## src/rtl/tll_pkg.sv

```systemverilog
package tll_pkg;

	localparam int LINE_BITS = 16;
	localparam int LEN_BITS  = 8;
	localparam int WORD_MAX  = 6;
	localparam int WBUF_BITS = 8 * WORD_MAX;
	localparam int NUM_RW    = 13;

	// Input operation codes
	localparam logic [1:0] OP_CHAR   = 2'd0;
	localparam logic [1:0] OP_EOL    = 2'd1;
	localparam logic [1:0] OP_EOI    = 2'd2;
	localparam logic [1:0] OP_UNUSED = 2'd3;

	// Scanner modes
	localparam logic [3:0] M_START = 4'd0;
	localparam logic [3:0] M_ID    = 4'd1;
	localparam logic [3:0] M_INT   = 4'd2;
	localparam logic [3:0] M_DEC   = 4'd3;
	localparam logic [3:0] M_STR   = 4'd4;
	localparam logic [3:0] M_JUNK  = 4'd5;
	localparam logic [3:0] M_LCOM  = 4'd6;
	localparam logic [3:0] M_HASH  = 4'd7;
	localparam logic [3:0] M_STAR  = 4'd8;
	localparam logic [3:0] M_OP    = 4'd9;

	// Token classes
	localparam logic [4:0] C_WORD      = 5'd0;
	localparam logic [4:0] C_ID        = 5'd1;
	localparam logic [4:0] C_INT       = 5'd2;
	localparam logic [4:0] C_DEC       = 5'd3;
	localparam logic [4:0] C_STR       = 5'd4;
	localparam logic [4:0] C_PLUS      = 5'd5;
	localparam logic [4:0] C_MINUS     = 5'd6;
	localparam logic [4:0] C_MUL       = 5'd7;
	localparam logic [4:0] C_DIV       = 5'd8;
	localparam logic [4:0] C_MOD       = 5'd9;
	localparam logic [4:0] C_EQEQ      = 5'd10;
	localparam logic [4:0] C_NE        = 5'd11;
	localparam logic [4:0] C_LT        = 5'd12;
	localparam logic [4:0] C_LE        = 5'd13;
	localparam logic [4:0] C_GT        = 5'd14;
	localparam logic [4:0] C_GE        = 5'd15;
	localparam logic [4:0] C_ASSIGN    = 5'd16;
	localparam logic [4:0] C_NOT       = 5'd17;
	localparam logic [4:0] C_LPAREN    = 5'd18;
	localparam logic [4:0] C_RPAREN    = 5'd19;
	localparam logic [4:0] C_LBRACK    = 5'd20;
	localparam logic [4:0] C_RBRACK    = 5'd21;
	localparam logic [4:0] C_COMMA     = 5'd22;
	localparam logic [4:0] C_TILDE     = 5'd23;
	localparam logic [4:0] C_BAD_ID    = 5'd24;
	localparam logic [4:0] C_BAD_NUM   = 5'd25;
	localparam logic [4:0] C_OPEN_STR  = 5'd26;
	localparam logic [4:0] C_UNKNOWN   = 5'd27;
	localparam logic [4:0] C_OPEN_COM  = 5'd28;
	localparam logic [4:0] C_STRAY_END = 5'd29;
	localparam logic [4:0] C_FIRST_ERR = 5'd24;
	localparam logic [4:0] C_LAST      = 5'd29;

	typedef struct packed {
		logic [4:0]  cls;
		logic [15:0] line;
		logic [7:0]  len;
		logic        err;
		logic        last;
	} rec_t;

	// Reserved words, first byte in the low bits
	localparam logic [3:0] RW_LEN [NUM_RW] = '{
		4'd3, 4'd3, 4'd4, 4'd2, 4'd4, 4'd4, 4'd5, 4'd3, 4'd6, 4'd5, 4'd3, 4'd4, 4'd5
	};
	localparam logic [47:0] RW_TXT [NUM_RW] = '{
		48'h00000000_6D756E,   // num
		48'h00000000_727473,   // str
		48'h000000_6C6F6F62,   // bool
		48'h00000000_006669,   // if
		48'h000000_65736C65,   // else
		48'h000000_706F6F6C,   // loop
		48'h0000_746E697270,   // print
		48'h00000000_666564,   // def
		48'h6E7275746572,      // return
		48'h0000_7472617473,   // start
		48'h00000000_646E65,   // end
		48'h000000_65757274,   // true
		48'h0000_65736C6166    // false
	};

	function automatic logic is_space(input logic [7:0] c);
		return (c == 8'd32) || (c >= 8'd9 && c <= 8'd13);
	endfunction

	function automatic logic is_alpha(input logic [7:0] c);
		return (c >= "a" && c <= "z") || (c >= "A" && c <= "Z");
	endfunction

	function automatic logic is_digit(input logic [7:0] c);
		return c >= "0" && c <= "9";
	endfunction

	function automatic logic is_opch(input logic [7:0] c);
		return c == "+" || c == "-" || c == "*" || c == "/" || c == "%" ||
			c == "=" || c == "<" || c == ">" || c == "!";
	endfunction

	function automatic logic [4:0] sep_class(input logic [7:0] c);
		logic [4:0] r;
		r = 5'd0;
		unique case (c)
			"(": r = C_LPAREN;
			")": r = C_RPAREN;
			"[": r = C_LBRACK;
			"]": r = C_RBRACK;
			",": r = C_COMMA;
			"~": r = C_TILDE;
			default: r = 5'd0;
		endcase
		return r;
	endfunction

	// Match the buffered prefix and length against every reserved word
	function automatic logic is_reserved(input logic [LEN_BITS-1:0] len,
			input logic [WBUF_BITS-1:0] buf_in);
		logic hit;
		logic same;
		hit = 1'b0;
		for (int w = 0; w < NUM_RW; w++) begin
			same = (len == LEN_BITS'(RW_LEN[w]));
			for (int k = 0; k < WORD_MAX && k < 6; k++) begin
				if (k < int'(RW_LEN[w]) && buf_in[8*k +: 8] != RW_TXT[w][8*k +: 8])
					same = 1'b0;
			end
			hit = hit | same;
		end
		return hit;
	endfunction

	function automatic logic [7:0] sat_len(input logic [LEN_BITS-1:0] len);
		logic [7:0] r;
		if (LEN_BITS > 8 && len > LEN_BITS'(255))
			r = 8'd255;
		else
			r = 8'(len);
		return r;
	endfunction

	function automatic logic [15:0] sat_line(input logic [LINE_BITS-1:0] ln);
		logic [15:0] r;
		if (LINE_BITS > 16 && ln > LINE_BITS'(65535))
			r = 16'd65535;
		else
			r = 16'(ln);
		return r;
	endfunction

endpackage

```

## src/rtl/toy_language_lexer_core.sv

```systemverilog
// Streaming lexer: one request carries a character, an end of line or an end of
// input, and yields zero, one or two token records (class, line, length, error
// flag, last-of-request flag) in order. The scanner state updates in the cycle a
// request is accepted, so a request can be taken every clock while in_stall is
// low; records go into a four-entry result queue that drains one record per
// clock while out_stall is low. in_stall rises while fewer than two queue slots
// are free, so a stream averages one request per clock if each request yields
// at most one record and out_stall stays low. No clearing pass after reset.
module toy_language_lexer_core (
	input  logic       clk,
	input  logic       arst_n,
	input  logic       in_valid,
	output logic       in_stall,
	input  logic [1:0] operation,
	input  logic [7:0] char_code,
	output logic       out_valid,
	input  logic       out_stall,
	output logic [4:0] token_class,
	output logic [15:0] line_number,
	output logic [7:0] token_length,
	output logic       is_error,
	output logic       last_of_run
);
	import tll_pkg::*;

	logic [3:0]           mode_q, mode_d;
	logic [LINE_BITS-1:0] line_q, line_d;
	logic [LEN_BITS-1:0]  len_q, len_d, len_inc;
	logic [WBUF_BITS-1:0] wbuf_q, wbuf_d;
	logic [7:0]           pend_q, pend_d;
	logic                 inbc_q, inbc_d;
	logic                 star_q, star_d;
	logic                 dot_q, dot_d;
	logic                 alpha_q, alpha_d;

	logic                 f_v, s_v, do_start;
	logic [4:0]           f_cls, s_cls, single_cls, pair_cls;
	logic [LEN_BITS-1:0]  f_len;
	logic [7:0]           c;
	logic                 accept, pop;
	rec_t                 rec0, rec1;
	logic [1:0]           n_rec;

	rec_t                 mem [4];
	logic [1:0]           wr_q, rd_q;
	logic [2:0]           cnt_q;

	assign c       = char_code;
	assign accept  = in_valid && !in_stall;
	assign pop     = out_valid && !out_stall;
	assign len_inc = (len_q == {LEN_BITS{1'b1}}) ? len_q : len_q + 1'b1;

	// Classes of a held one-character operator
	always_comb begin
		priority case (pend_q)
			"=": begin single_cls = C_ASSIGN; pair_cls = C_EQEQ; end
			"!": begin single_cls = C_NOT;    pair_cls = C_NE;   end
			"<": begin single_cls = C_LT;     pair_cls = C_LE;   end
			default: begin single_cls = C_GT; pair_cls = C_GE;   end
		endcase
	end

	// Scanner next state and records
	always_comb begin
		mode_d   = mode_q;
		line_d   = line_q;
		len_d    = len_q;
		wbuf_d   = wbuf_q;
		pend_d   = pend_q;
		inbc_d   = inbc_q;
		star_d   = star_q;
		dot_d    = dot_q;
		alpha_d  = alpha_q;
		f_v      = 1'b0;
		f_cls    = C_ID;
		f_len    = len_q;
		do_start = 1'b0;
		s_v      = 1'b0;
		s_cls    = C_UNKNOWN;

		unique case (operation)
			OP_CHAR: begin
				if (inbc_q) begin
					if (star_q && c == "#") begin
						inbc_d = 1'b0;
						star_d = 1'b0;
						mode_d = M_START;
						len_d  = '0;
					end else begin
						star_d = (c == "*");
					end
				end else begin
					unique case (mode_q)
						M_ID: begin
							if (is_alpha(c) || is_digit(c) || c == "_") begin
								for (int k = 0; k < WORD_MAX; k++) begin
									if (len_q == LEN_BITS'(k))
										wbuf_d[8*k +: 8] = c;
								end
								len_d = len_inc;
							end else begin
								f_v      = 1'b1;
								f_cls    = is_reserved(len_q, wbuf_q) ? C_WORD : C_ID;
								do_start = 1'b1;
							end
						end
						M_INT: begin
							if (is_digit(c)) begin
								len_d = len_inc;
							end else if (c == ".") begin
								len_d  = len_inc;
								mode_d = M_DEC;
								dot_d  = 1'b1;
							end else if (is_alpha(c)) begin
								len_d   = len_inc;
								alpha_d = 1'b1;
								mode_d  = M_JUNK;
							end else begin
								f_v      = 1'b1;
								f_cls    = C_INT;
								do_start = 1'b1;
							end
						end
						M_DEC: begin
							if (is_digit(c)) begin
								len_d = len_inc;
								dot_d = 1'b0;
							end else if (c == ".") begin
								len_d   = len_inc;
								alpha_d = 1'b0;
								mode_d  = M_JUNK;
							end else if (is_alpha(c)) begin
								len_d   = len_inc;
								alpha_d = 1'b1;
								mode_d  = M_JUNK;
							end else begin
								f_v      = 1'b1;
								f_cls    = dot_q ? C_BAD_NUM : C_DEC;
								do_start = 1'b1;
							end
						end
						M_JUNK: begin
							if (!is_opch(c) && sep_class(c) == 5'd0) begin
								len_d = len_inc;
								if (is_alpha(c) || c == "_")
									alpha_d = 1'b1;
							end else begin
								f_v      = 1'b1;
								f_cls    = alpha_q ? C_BAD_ID : C_BAD_NUM;
								do_start = 1'b1;
							end
						end
						M_STR: begin
							if (c == "\"") begin
								f_v    = 1'b1;
								f_cls  = C_STR;
								f_len  = len_inc;
								mode_d = M_START;
								len_d  = '0;
							end else if (c == 8'd0) begin
								f_v    = 1'b1;
								f_cls  = C_OPEN_STR;
								mode_d = M_START;
								len_d  = '0;
							end else begin
								len_d = len_inc;
							end
						end
						M_LCOM: begin
						end
						M_HASH: begin
							if (c == "*") begin
								inbc_d = 1'b1;
								star_d = 1'b0;
								mode_d = M_START;
								len_d  = '0;
							end else begin
								mode_d = M_LCOM;
							end
						end
						M_STAR: begin
							f_v = 1'b1;
							if (c == "#") begin
								f_cls  = C_STRAY_END;
								f_len  = '0;
								mode_d = M_START;
								len_d  = '0;
							end else begin
								f_cls    = C_MUL;
								f_len    = LEN_BITS'(1);
								do_start = 1'b1;
							end
						end
						M_OP: begin
							f_v = 1'b1;
							if (c == "=") begin
								f_cls  = pair_cls;
								f_len  = LEN_BITS'(2);
								mode_d = M_START;
								len_d  = '0;
							end else begin
								f_cls    = single_cls;
								f_len    = LEN_BITS'(1);
								do_start = 1'b1;
							end
						end
						default: do_start = 1'b1;
					endcase
				end

				// Begin a new token with this character
				if (do_start) begin
					mode_d = M_START;
					len_d  = '0;
					if (is_space(c) || c == 8'd0) begin
					end else if (is_alpha(c) || c == "_") begin
						mode_d = M_ID;
						len_d  = LEN_BITS'(1);
						wbuf_d = WBUF_BITS'(c);
					end else if (is_digit(c)) begin
						mode_d = M_INT;
						len_d  = LEN_BITS'(1);
						dot_d  = 1'b0;
					end else if (c == "\"") begin
						mode_d = M_STR;
						len_d  = LEN_BITS'(1);
					end else if (c == "#") begin
						mode_d = M_HASH;
					end else if (c == "*") begin
						mode_d = M_STAR;
					end else if (c == "=" || c == "!" || c == "<" || c == ">") begin
						mode_d = M_OP;
						pend_d = c;
					end else begin
						s_v = 1'b1;
						priority if (c == "+") s_cls = C_PLUS;
						else if (c == "-") s_cls = C_MINUS;
						else if (c == "/") s_cls = C_DIV;
						else if (c == "%") s_cls = C_MOD;
						else if (sep_class(c) != 5'd0) s_cls = sep_class(c);
						else s_cls = C_UNKNOWN;
					end
				end
			end
			OP_EOL, OP_EOI: begin
				// Close the open token at the end of the line or of the input
				if (!inbc_q) begin
					f_v = 1'b1;
					unique case (mode_q)
						M_ID:   f_cls = is_reserved(len_q, wbuf_q) ? C_WORD : C_ID;
						M_INT:  f_cls = C_INT;
						M_DEC:  f_cls = dot_q ? C_BAD_NUM : C_DEC;
						M_JUNK: f_cls = alpha_q ? C_BAD_ID : C_BAD_NUM;
						M_STR:  f_cls = C_OPEN_STR;
						M_STAR: begin f_cls = C_MUL; f_len = LEN_BITS'(1); end
						M_OP:   begin f_cls = single_cls; f_len = LEN_BITS'(1); end
						default: f_v = 1'b0;
					endcase
				end
				mode_d  = M_START;
				len_d   = '0;
				star_d  = 1'b0;
				dot_d   = 1'b0;
				alpha_d = 1'b0;
				wbuf_d  = '0;
				pend_d  = '0;
				if (operation == OP_EOL) begin
					if (line_q != {LINE_BITS{1'b1}})
						line_d = line_q + 1'b1;
				end else begin
					if (inbc_q) begin
						s_v   = 1'b1;
						s_cls = C_OPEN_COM;
					end
					line_d = LINE_BITS'(1);
					inbc_d = 1'b0;
				end
			end
			default: begin
			end
		endcase
	end

	// Pack the records of this request in order
	always_comb begin
		rec_t fr, sr;
		fr.cls  = f_cls;
		fr.line = sat_line(line_q);
		fr.len  = sat_len(f_len);
		fr.err  = (f_cls >= C_FIRST_ERR);
		fr.last = !s_v;
		sr.cls  = s_cls;
		sr.line = sat_line(line_q);
		sr.len  = (s_cls == C_OPEN_COM) ? 8'd0 : 8'd1;
		sr.err  = (s_cls >= C_FIRST_ERR);
		sr.last = 1'b1;
		rec0    = f_v ? fr : sr;
		rec1    = sr;
		n_rec   = {1'b0, f_v} + {1'b0, s_v};
	end

	// Advance scanner state on an accepted request
	always_ff @(posedge clk or negedge arst_n) begin
		if (!arst_n) begin
			mode_q  <= M_START;
			line_q  <= LINE_BITS'(1);
			len_q   <= '0;
			wbuf_q  <= '0;
			pend_q  <= '0;
			inbc_q  <= 1'b0;
			star_q  <= 1'b0;
			dot_q   <= 1'b0;
			alpha_q <= 1'b0;
		end else if (accept) begin
			mode_q  <= mode_d;
			line_q  <= line_d;
			len_q   <= len_d;
			wbuf_q  <= wbuf_d;
			pend_q  <= pend_d;
			inbc_q  <= inbc_d;
			star_q  <= star_d;
			dot_q   <= dot_d;
			alpha_q <= alpha_d;
		end
	end

	// Result queue: push up to two records, pop one
	always_ff @(posedge clk) begin
		if (accept && n_rec != 2'd0)
			mem[wr_q] <= rec0;
		if (accept && n_rec == 2'd2)
			mem[wr_q + 2'd1] <= rec1;
	end

	always_ff @(posedge clk or negedge arst_n) begin
		if (!arst_n) begin
			wr_q  <= '0;
			rd_q  <= '0;
			cnt_q <= '0;
		end else begin
			if (accept)
				wr_q <= wr_q + n_rec;
			if (pop)
				rd_q <= rd_q + 2'd1;
			cnt_q <= cnt_q + (accept ? {1'b0, n_rec} : 3'd0) - {2'b0, pop};
		end
	end

	assign in_stall     = (cnt_q > 3'd2);
	assign out_valid    = (cnt_q != 3'd0);
	assign token_class  = mem[rd_q].cls;
	assign line_number  = mem[rd_q].line;
	assign token_length = mem[rd_q].len;
	assign is_error     = mem[rd_q].err;
	assign last_of_run  = mem[rd_q].last;

endmodule

```

## config.mk

```make
export PLATFORM = sky130hd
export DESIGN_NAME = toy_language_lexer_core
export DESIGN_NICKNAME = d
export VERILOG_FILES = /design/src/rtl/tll_pkg.sv /design/src/rtl/toy_language_lexer_core.sv
export SDC_FILE = /design/constraint.sdc
export NUM_CORES = 1
export LEC_CHECK = 0
export BUFFER_PORTS_ARGS = -buffer_cell sky130_fd_sc_hd__buf_4
export CORE_MARGIN = 4
export CORE_UTILIZATION = 61
export DETAILED_ROUTE_END_ITERATION = 6
export PLACE_DENSITY = 0.79
export RECOVER_POWER = 25
export SETUP_SLACK_MARGIN = 0.2
export SLEW_MARGIN = 20
export SYNTH_ARGS = -nofsm -noshare
export SYNTH_HDL_FRONTEND = slang
export SYNTH_SLANG_ARGS = --single-unit
```

## constraint.sdc

```tcl
create_clock -name clk -period 6.06 [get_ports clk]
set_input_delay 0.606 -clock clk [delete_from_list [all_inputs] [get_ports clk]]
set_output_delay 0.606 -clock clk [all_outputs]
set_load 0.02 [all_outputs]
```

# Word-level counts from Yosys, hierarchy flattened
# Memory sizes are Yosys's and may differ from the RTL's.
# Cells that the tools add are included.
[totals]
mem_count = 1
ram_bits = 124
regBits = 95
output_inout_bits = 33
input_bits = 14
[memory_table]
columns = ["name", "words", "word_bits", "read_ports", "rd_ports_with_merged_regs", "write_ports", "line_no", "rtl"]
rows = [
  ["mem", 4, 31, 1, 0, 2, "toy_language_lexer_core.sv:44", "rec_t mem [4];"],
]
[op_classes]
eq_ne = 117
n_mux = 338
n_lt_le_gt_ge = 11
n_addsub = 8
bitwise = 24
n_reduce_logical = 52
[op_table]
columns = ["op", "count"]
rows = [
  ["$ne 8x7->1 const B", 42],
  ["$mux 48", 6],
  ["$mux 8", 32],
  ["$mux 1", 205],
  ["$mux 5", 40],
  ["$eq 8x6->1 const B", 19],
  ["$pmux 48 s2", 1],
  ["$mux 4", 19],
  ["$pmux 5 s7", 2],
  ["$pmux 8 s7", 1],
  ["$pmux 8 s2", 3],
  ["$ne 5x5->1 const B", 7],
  ["$eq 8x7->1 const B", 4],
  ["$mux 16", 2],
  ["$mux 31", 1],
  ["$pmux 5 s6", 1],
  ["$eq 8x3->1 const B", 3],
  ["$or 1x1->1", 24],
  ["$pmux 4 s6", 1],
  ["$pmux 8 s3", 1],
  ["$ne 2x2->1 const B", 10],
  ["$pmux 5 s2", 2],
  ["$reduce_and 10->1", 2],
  ["$ne 3x3->1 const B", 6],
  ["other kinds (59)", 116],
]

# Logic depth before layout (Yosys ltp)
# Gate-level depths: netlist of run 1.
[depth]
word_depth = 35
depth_mapped = 18
ltp_nobuf = 16

# Worst setup path before layout of run 1
# Ideal clock, no wire load.
[synth_path]
path_kind = "input to register"
from = "input char_code[1]"
to = "memory mem[1][10] (netlist bit), enable pin"
cell_stages = 15
setup_time_ns = 0.393
setup_slack_ns = 1.135
arrival_time_ns = 4.532
cell_sequence = "buf_6 -> or4_4 -> o221ai_1 -> nand4_1 -> nand2_1 -> o311ai_0 -> and2_1 -> nor2_1 -> inv_1 -> ha_1 -> clkbuf_1 -> nor4b_1 -> nor2_1 -> inv_1 -> clkbuf_1"
[synth_rtl]
columns = ["element", "line_no", "rtl"]
rows = [
  ["from (decl)", "toy_language_lexer_core.sv:15", "input logic [7:0] char_code,"],
  ["to (decl)", "toy_language_lexer_core.sv:44", ""],
]

==> results of run 1 <==
==> per-stage QoR <==
step	util, %	setup slack (ns)	instance area [µm²]	hold WS, ns
5_1_grt	69.4	1.03	13700	0.449
6_report	69.4	1.27	13700	0.452
3_3_place_gp	65.1	1.20	12800	0.431
3_5_place_dp	65.1	1.05	12800	0.443
2_1_floorplan	-	1.14	12400	0.310
4_1_cts	69.6	1.40	13700	0.443
==> flip-flops by register name, summed over array words and instances (netlist names) <==
signal and cells:
len_q 8, inbc_q 1, pend_q 8, mode_q 4, cnt_q 3, wbuf_q 48, rd_q 2, dot_q 1
line_q 16, star_q 1, mem 124, wr_q 2, alpha_q 1
==> metal layers <==
metal / GRT usage [%] / vias to the layer above / part of all wire [%]
li1: - / 4587 / -
met1: 43.2 / 4986 / 41
met2: 48.2 / 571 / 47
met3: 4.06 / 110 / 8.2
met4: 9.70 / 0 / 3.6
met5: 0 / - / 0
==> cell families after synthesis <==
logic type / share of synthesized area, %
DFF: 46.8
adders and majority gates: 1.68
muxes: 6.99
xor gates and xnor gates: 0.921
and+or+nand+nor: 22.6
buffers and inverters: 3.17
AOI/OAI and AO/OA: 17.9
==> cells in the mapped netlist (10+ instances only) <==
cell type / count / share of area [%]
sky130_fd_sc_hd__a21oi_1: 34 / 1.4
sky130_fd_sc_hd__a22o_1: 61 / 4.3
sky130_fd_sc_hd__a31oi_1: 16 / 0.81
sky130_fd_sc_hd__and2_1: 83 / 4.2
sky130_fd_sc_hd__and3_1: 13 / 0.66
sky130_fd_sc_hd__clkbuf_1: 55 / 1.7
sky130_fd_sc_hd__dfrtp_1: 94 / 19
sky130_fd_sc_hd__dfxtp_1: 32 / 5.2
sky130_fd_sc_hd__edfxtp_1: 92 / 22
sky130_fd_sc_hd__ha_1: 15 / 1.5
sky130_fd_sc_hd__inv_1: 21 / 0.64
sky130_fd_sc_hd__mux2_2: 12 / 1.1
sky130_fd_sc_hd__mux4_2: 31 / 5.6
sky130_fd_sc_hd__nand2_1: 110 / 3.3
sky130_fd_sc_hd__nand2b_1: 19 / 0.96
sky130_fd_sc_hd__nand3_1: 39 / 1.6
sky130_fd_sc_hd__nand4_1: 17 / 0.86
sky130_fd_sc_hd__nor2_1: 62 / 1.9
sky130_fd_sc_hd__nor2b_1: 25 / 1.3
sky130_fd_sc_hd__nor3_1: 32 / 1.3
sky130_fd_sc_hd__nor4_1: 15 / 0.76
sky130_fd_sc_hd__o211ai_1: 10 / 0.61
sky130_fd_sc_hd__o21ai_0: 75 / 3.0
sky130_fd_sc_hd__o22ai_1: 19 / 0.96
sky130_fd_sc_hd__o31ai_1: 13 / 0.79
sky130_fd_sc_hd__or3_1: 10 / 0.51
==> worst max-delay path, stage by stage <==
cell                       delay, ns
sky130_fd_sc_hd__buf_4          0.19
sky130_fd_sc_hd__or4b_1         0.56
sky130_fd_sc_hd__nor4_1         0.70
sky130_fd_sc_hd__a32o_1         0.25
sky130_fd_sc_hd__nand2_1        0.16
sky130_fd_sc_hd__o311ai_0       0.45
sky130_fd_sc_hd__and2_1         0.22
sky130_fd_sc_hd__nor2_1         0.08
sky130_fd_sc_hd__inv_1          0.08
sky130_fd_sc_hd__ha_1           0.38
sky130_fd_sc_hd__or3_1          0.42
sky130_fd_sc_hd__and2_1         0.34
sky130_fd_sc_hd__inv_1          0.07
sky130_fd_sc_hd__buf_4          0.27
sky130_fd_sc_hd__and2_1         0.23
==> power by group through the flow <==
stage | sequential (mW) | combinational, mW | clock (mW)
after detailed placement | 1.83 | 1.47 | 0
final | 1.81 | 1.48 | 1.58
after floorplan | 1.75 | 1.07 | 0
after global routing | 1.83 | 1.59 | 1.67
after global placement | 1.83 | 1.45 | 0
after CTS | 1.81 | 1.49 | 1.60
==> final cells by class <==
cell class / instances / area (µm²)
Multi-Input combinational cell: 881 / 6180
Fill cell: 1424 / 6030
Sequential cell: 219 / 5780
Clock buffer: 30 / 652
Timing Repair Buffer: 61 / 443
Tap cell: 265 / 332
Clock inverter: 12 / 213
Inverter: 24 / 90.1
==> worst max-delay path by stage <==
stage | from | end | slack [ns] | depth (start not counted)
2_1_floorplan | char_code[1] | mem[1][10]$_DFFE_PP_ | 1.14 | 15
3_3_place_gp | char_code[0] | mem[2][16]$_DFFE_PP_ | 1.20 | 14
3_5_place_dp | char_code[0] | mem[1][14]$_DFFE_PP_ | 1.05 | 14
4_1_cts | mode_q[2]$_DFFE_PN0P_ | mem[1][1]$_DFFE_PP_ | 1.40 | 12
5_1_grt | mode_q[2]$_DFFE_PN0P_ | mem[1][17]$_DFFE_PP_ | 1.03 | 12
6_report | char_code[4] | mem[2][19]$_DFFE_PP_ | 1.27 | 15
==> results.py, run 1 <==
metrics = {
    "outcome": {
        "outcome": "finished, violations left",
        "failed_checks": "max-capacitance violations, max-slew violations",
    },
    "worst_setup_path": {
        "r2r_end": "mem[1][17]$_DFFE_PP_",
        "crit_path_max_fanout": 40,
        "timing.critical_path.arrival_ns": 5.05,
        "critPathLaunchType": "input pin",
        "worst_r2r_startpoint": "mode_q[2]$_DFFE_PN0P_",
        "reg2reg_setup_slack_ns": 1.34,
        "timing.critical_path.to_type": "register",
        "critical_path_class": "in2reg",
        "worst-r2r-cell-count": 12,
        "worst_ep_required_time_ns": 6.32,
    },
    "clock_network": {
        "postCtsSetupBuffers": 0,
        "ctsHtreeMaxLevel": 1,
        "cts_inserted_buffers": 23,
        "cts.reportedPaths.clkPinSlew_ns": 0.07,
        "clk-insertion-delay-late_ns": 0.52,
        "cts_root_buf": "sky130_fd_sc_hd__clkbuf_16",
        "post_cts_hold_buffer_count": 1,
        "cts_repair_resize_count": 0,
        "cts_tree": "yes",
        "cts.sinks": 219,
        "cts_buffer_depth": 3,
    },
    "placement": {
        "port-buffer-count": 46,
        "dp.cells": 1449,
        "globalplace.congestion": 0.998,
        "detailed_placement_hpwl_um": 22900,
    },
    "logic_synthesis": {
        "synth_nets": 1228,
        "async_reset_ff_share_pct": 43.4,
        "yosys_warnings": 0,
        "syn-mean-instance-area_um2": 10.3,
        "synth_enable_flop_cells": 92,
        "netlist_instances": 1198,
        "ys_seq_area_share_pct": 46.8,
        "netlist_area_um2": 12400,
        "synthFlopType": "sky130_fd_sc_hd__dfrtp_1",
        "postSynthRegisterBits": 219,
        "synth.distinct_cells": 93,
    },
    "sta": {
        "fin_tns_setup_ns": 0,
        "fin_crit_sh_pct": 79.0,
        "max_freq_mhz": 209,
        "min_period_ns": 4.79,
        "slew-limit-headroom_pct": -28.4,
        "rsz0062_at_grt": "false",
        "finalHoldViolations": 0,
        "report.final.setup_viol": 0,
        "final_max_slew_viol_count": 77,
        "skew_ns": 0.0173,
        "worst-slew-pin-transition_ns": 1.93,
    },
    "layout": {
        "num-nets-final": 1240,
        "most-common-layout-cells": "sky130_fd_sc_hd__nand2_1 (110), sky130_fd_sc_hd__dfrtp_1 (93), sky130_fd_sc_hd__edfxtp_1 (92)",
        "n_antenna_cell": 0,
        "layout_commonest_cell": "sky130_fd_sc_hd__nand2_1",
        "synthToLayoutAreaGrowth_pct": 10.8,
        "stdcell_count": 1492,
        "drive_above_1_share_pct": 14.4,
    },
    "drt": {
        "ant_nets": 0,
        "remaining_drc_errors": 0,
        "dr_total_vias": 10300,
        "drt_first_iter_violations": 1305,
        "finalWirelength_um": 33800,
        "detail_route.wl_per_cell_um": 22.6,
        "firstDrtPassIters": 6,
        "route.detailed.vias_per_inst": 6.87,
    },
    "grt": {
        "grt_pass1_vias": 9765,
        "pin_count_of_the_biggest_net_entering_global_routing": 77,
        "grt_overflow_total": 0,
        "antenna_violations_before_repair": 0,
        "grt_use_total_pct": 30.2,
        "wire_length_of_the_first_global_routing_pass_um": 54400,
    },
    "power_and_ir_drop": {
        "seq_power_share_pct": 37.2,
        "power.density_cell_area_nw_per_um2": 356,
        "power.ir.vdd_worst_mv": 0.276,
        "power_switching_mw": 1.64,
        "leakage_power_figure_nw": 5.11,
        "power.share.clock_pct": 32.4,
        "internal_power_mw": 3.24,
        "post-layout-total-power_mw": 4.87,
        "switching_share_pct": 33.6,
        "pwr-share-comb_pct": 30.4,
    },
    "job": {
        "cap_violations": 1,
    },
    "floorplanning": {
        "placeableCoreArea_um2": 19700,
        "die-height_um": 150,
        "floorplan.die.width_um": 150,
        "row_count": 51,
        "boundaryPins": 47,
        "design.die.area_um2": 22600,
        "initial_core_utilization_pct": 62.7,
    },
    "min_path": {
        "min_path_type": "in2reg",
        "worstHoldEndpoint": "rd_q[0]$_DFFE_PN0P_",
        "timing.hold.worst_path_depth": 3,
        "worstHoldStart": "out_stall",
    },
}
Note: power is estimated with default switching activity, not from simulation.
==> run 2, diff against run 1 <==
Clock period 6.06 ns to 4.7 ns, I/O delays scaled along.
==> results.py, run 2 (synthesized netlist as in run 1, its figures left out) <==
metrics = {
    "power_and_ir_drop": {
        "seq_power_share_pct": 38.3,
        "power.share.clock_pct": 31.2,
        "power.ir.vdd_worst_mv": 0.294,
        "switching_share_pct": 33.2,
        "leakage_power_figure_nw": 5.24,
        "internal_power_mw": 4.15,
        "power.density_cell_area_nw_per_um2": 447,
        "pwr-share-comb_pct": 30.4,
        "power_switching_mw": 2.07,
    },
    "grt": {
        "antenna_violations_before_repair": 0,
        "grt_overflow_total": 0,
        "grt_pass1_vias": 9649,
        "pin_count_of_the_biggest_net_entering_global_routing": 64,
        "grt_use_total_pct": 30.8,
        "wire_length_of_the_first_global_routing_pass_um": 54700,
    },
    "sta": {
        "finalHoldViolations": 0,
        "report.final.setup_viol": 0,
        "slew-limit-headroom_pct": -132,
        "fin_crit_sh_pct": 88.1,
        "worst-slew-pin-transition_ns": 3.48,
        "skew_ns": 0.0164,
        "max_freq_mhz": 242,
        "rsz0062_at_grt": "false",
        "min_period_ns": 4.14,
        "final_max_slew_viol_count": 64,
        "fin_tns_setup_ns": 0,
    },
    "worst_setup_path": {
        "worst_r2r_startpoint": "mode_q[1]$_DFFE_PN0P_",
        "critPathLaunchType": "input pin",
        "reg2reg_setup_slack_ns": 0.59,
        "worst_ep_required_time_ns": 4.97,
        "r2r_end": "mem[3][14]$_DFFE_PP_",
        "timing.critical_path.to_type": "register",
        "worst-r2r-cell-count": 14,
        "timing.critical_path.arrival_ns": 4.41,
        "critical_path_class": "in2reg",
        "crit_path_max_fanout": 40,
    },
    "outcome": {
        "outcome": "finished, violations left",
        "failed_checks": "max-capacitance violations, max-slew violations",
    },
    "drt": {
        "dr_total_vias": 10200,
        "firstDrtPassIters": 6,
        "remaining_drc_errors": 0,
        "finalWirelength_um": 34600,
        "route.detailed.vias_per_inst": 6.71,
        "detail_route.wl_per_cell_um": 22.7,
        "ant_nets": 0,
        "drt_first_iter_violations": 1129,
    },
    "clock_network": {
        "postCtsSetupBuffers": 0,
        "cts.reportedPaths.clkPinSlew_ns": 0.06,
        "clk-insertion-delay-late_ns": 0.52,
        "post_cts_hold_buffer_count": 0,
        "cts_root_buf": "sky130_fd_sc_hd__clkbuf_16",
        "cts_tree": "yes",
        "cts.sinks": 219,
        "ctsHtreeMaxLevel": 1,
        "cts_inserted_buffers": 24,
        "cts_buffer_depth": 3,
        "cts_repair_resize_count": 0,
    },
    "floorplanning": {
        "row_count": 51,
        "floorplan.die.width_um": 150,
        "placeableCoreArea_um2": 19700,
        "die-height_um": 150,
        "boundaryPins": 47,
        "initial_core_utilization_pct": 62.7,
        "design.die.area_um2": 22600,
    },
    "job": {
        "cap_violations": 1,
    },
    "placement": {
        "port-buffer-count": 46,
        "place_area_um2": 13100,
        "detailed_placement_hpwl_um": 24300,
        "globalplace.congestion": 1.03,
    },
    "layout": {
        "n_antenna_cell": 0,
        "filler_cell_count": 1392,
        "layout_commonest_cell": "sky130_fd_sc_hd__nand2_1",
        "biggestRegsByFlops": "mem: 124 flops, wbuf_q: 48 flops, line_q: 16 flops",
        "synthToLayoutAreaGrowth_pct": 12.5,
        "num-nets-final": 1270,
        "most-common-layout-cells": "sky130_fd_sc_hd__nand2_1 (110), sky130_fd_sc_hd__dfrtp_1 (94), sky130_fd_sc_hd__edfxtp_1 (92)",
        "largest_reg_flops": 124,
        "design_area_um2": 13900,
        "drive_above_1_share_pct": 15.8,
        "registers.top_by_ff_count": "mem",
    },
    "min_path": {
        "min_path_type": "in2reg",
        "timing.hold.worst_path_depth": 3,
        "worstHoldEndpoint": "rd_q[0]$_DFFE_PN0P_",
        "worstHoldStart": "out_stall",
    },
}
## run 2: changes by cell type in the layout (fill, tap and decap cells not counted), sizes merged
cell,delta
inv,-2
clkbuf,+4
dlygate4sd3,-1
bufinv,-1
buf,+29
## run 2: metal layers
layer  track usage [%]  part of all wire [%]  vias to the layer above
li1                  -                     -                     4630
met1              45.0                    43                     4949
met2              47.8                    46                      553
met3              4.70                   8.2                       73
met4              9.47                   3.2                        0
met5                 0                     0                        -
## run 2: stage by stage
stage	utilization [%]	power, mW	cells	hold WS (ns)	setup slack [ns]
2_1_floorplan	-	3.63	1198	0.174	0.293
3_3_place_gp	66.5	4.29	1479	0.434	0.361
3_5_place_dp	66.5	4.30	1479	0.443	0.261
4_1_cts	70.7	6.25	1521	0.0803	0.739
5_1_grt	70.5	6.49	1521	0.293	0.267
6_report	70.5	6.22	1521	0.286	0.561
## run 2: critical path, cell delays in order
cell and delay (ns):
sky130_fd_sc_hd__buf_4 0.18, sky130_fd_sc_hd__or4b_1 0.56, sky130_fd_sc_hd__nor4_1 0.44, sky130_fd_sc_hd__a32o_1 0.23
sky130_fd_sc_hd__nand2_1 0.07, sky130_fd_sc_hd__o311ai_0 0.43, sky130_fd_sc_hd__and2_1 0.21, sky130_fd_sc_hd__nor2_1 0.07
sky130_fd_sc_hd__inv_1 0.08, sky130_fd_sc_hd__ha_1 0.37, sky130_fd_sc_hd__nor3_1 0.14, sky130_fd_sc_hd__nor2_1 0.54
sky130_fd_sc_hd__inv_1 0.18, sky130_fd_sc_hd__buf_12 0.22, sky130_fd_sc_hd__and2_1 0.18
## run 2: how the worst max path moves through the flow
stage	to	cells after the start	startpoint	slack, ns
2_1_floorplan	mem[1][10]$_DFFE_PP_	15	char_code[1]	0.29
3_3_place_gp	mem[3][18]$_DFFE_PP_	15	char_code[1]	0.36
3_5_place_dp	mem[0][12]$_DFFE_PP_	16	char_code[1]	0.26
4_1_cts	mem[3][14]$_DFFE_PP_	14	mode_q[1]$_DFFE_PN0P_	0.74
5_1_grt	mem[0][22]$_DFFE_PP_	16	char_code[4]	0.27
6_report	mem[3][14]$_DFFE_PP_	15	char_code[4]	0.56
## run 2: power groups by stage
stage / sequential, mW / combinational [mW] / clock [mW]
finish: 2.38 / 1.89 / 1.94
global route: 2.41 / 2.03 / 2.04
CTS: 2.38 / 1.90 / 1.96
detailed placement: 2.42 / 1.89 / 0
global placement: 2.42 / 1.87 / 0
floorplan: 2.26 / 1.38 / 0
## run 2: area by class of cell
cell class / count / area [µm²] / area share, %
multi-input combinational: 881 / 6180 / 44.4
sequential: 219 / 5780 / 41.6
timing repair buffer: 90 / 704 / 5.06
clock buffer: 33 / 664 / 4.78
tap: 265 / 332 / 2.38
clock inverter: 9 / 156 / 1.12
inverter: 24 / 90.1 / 0.648
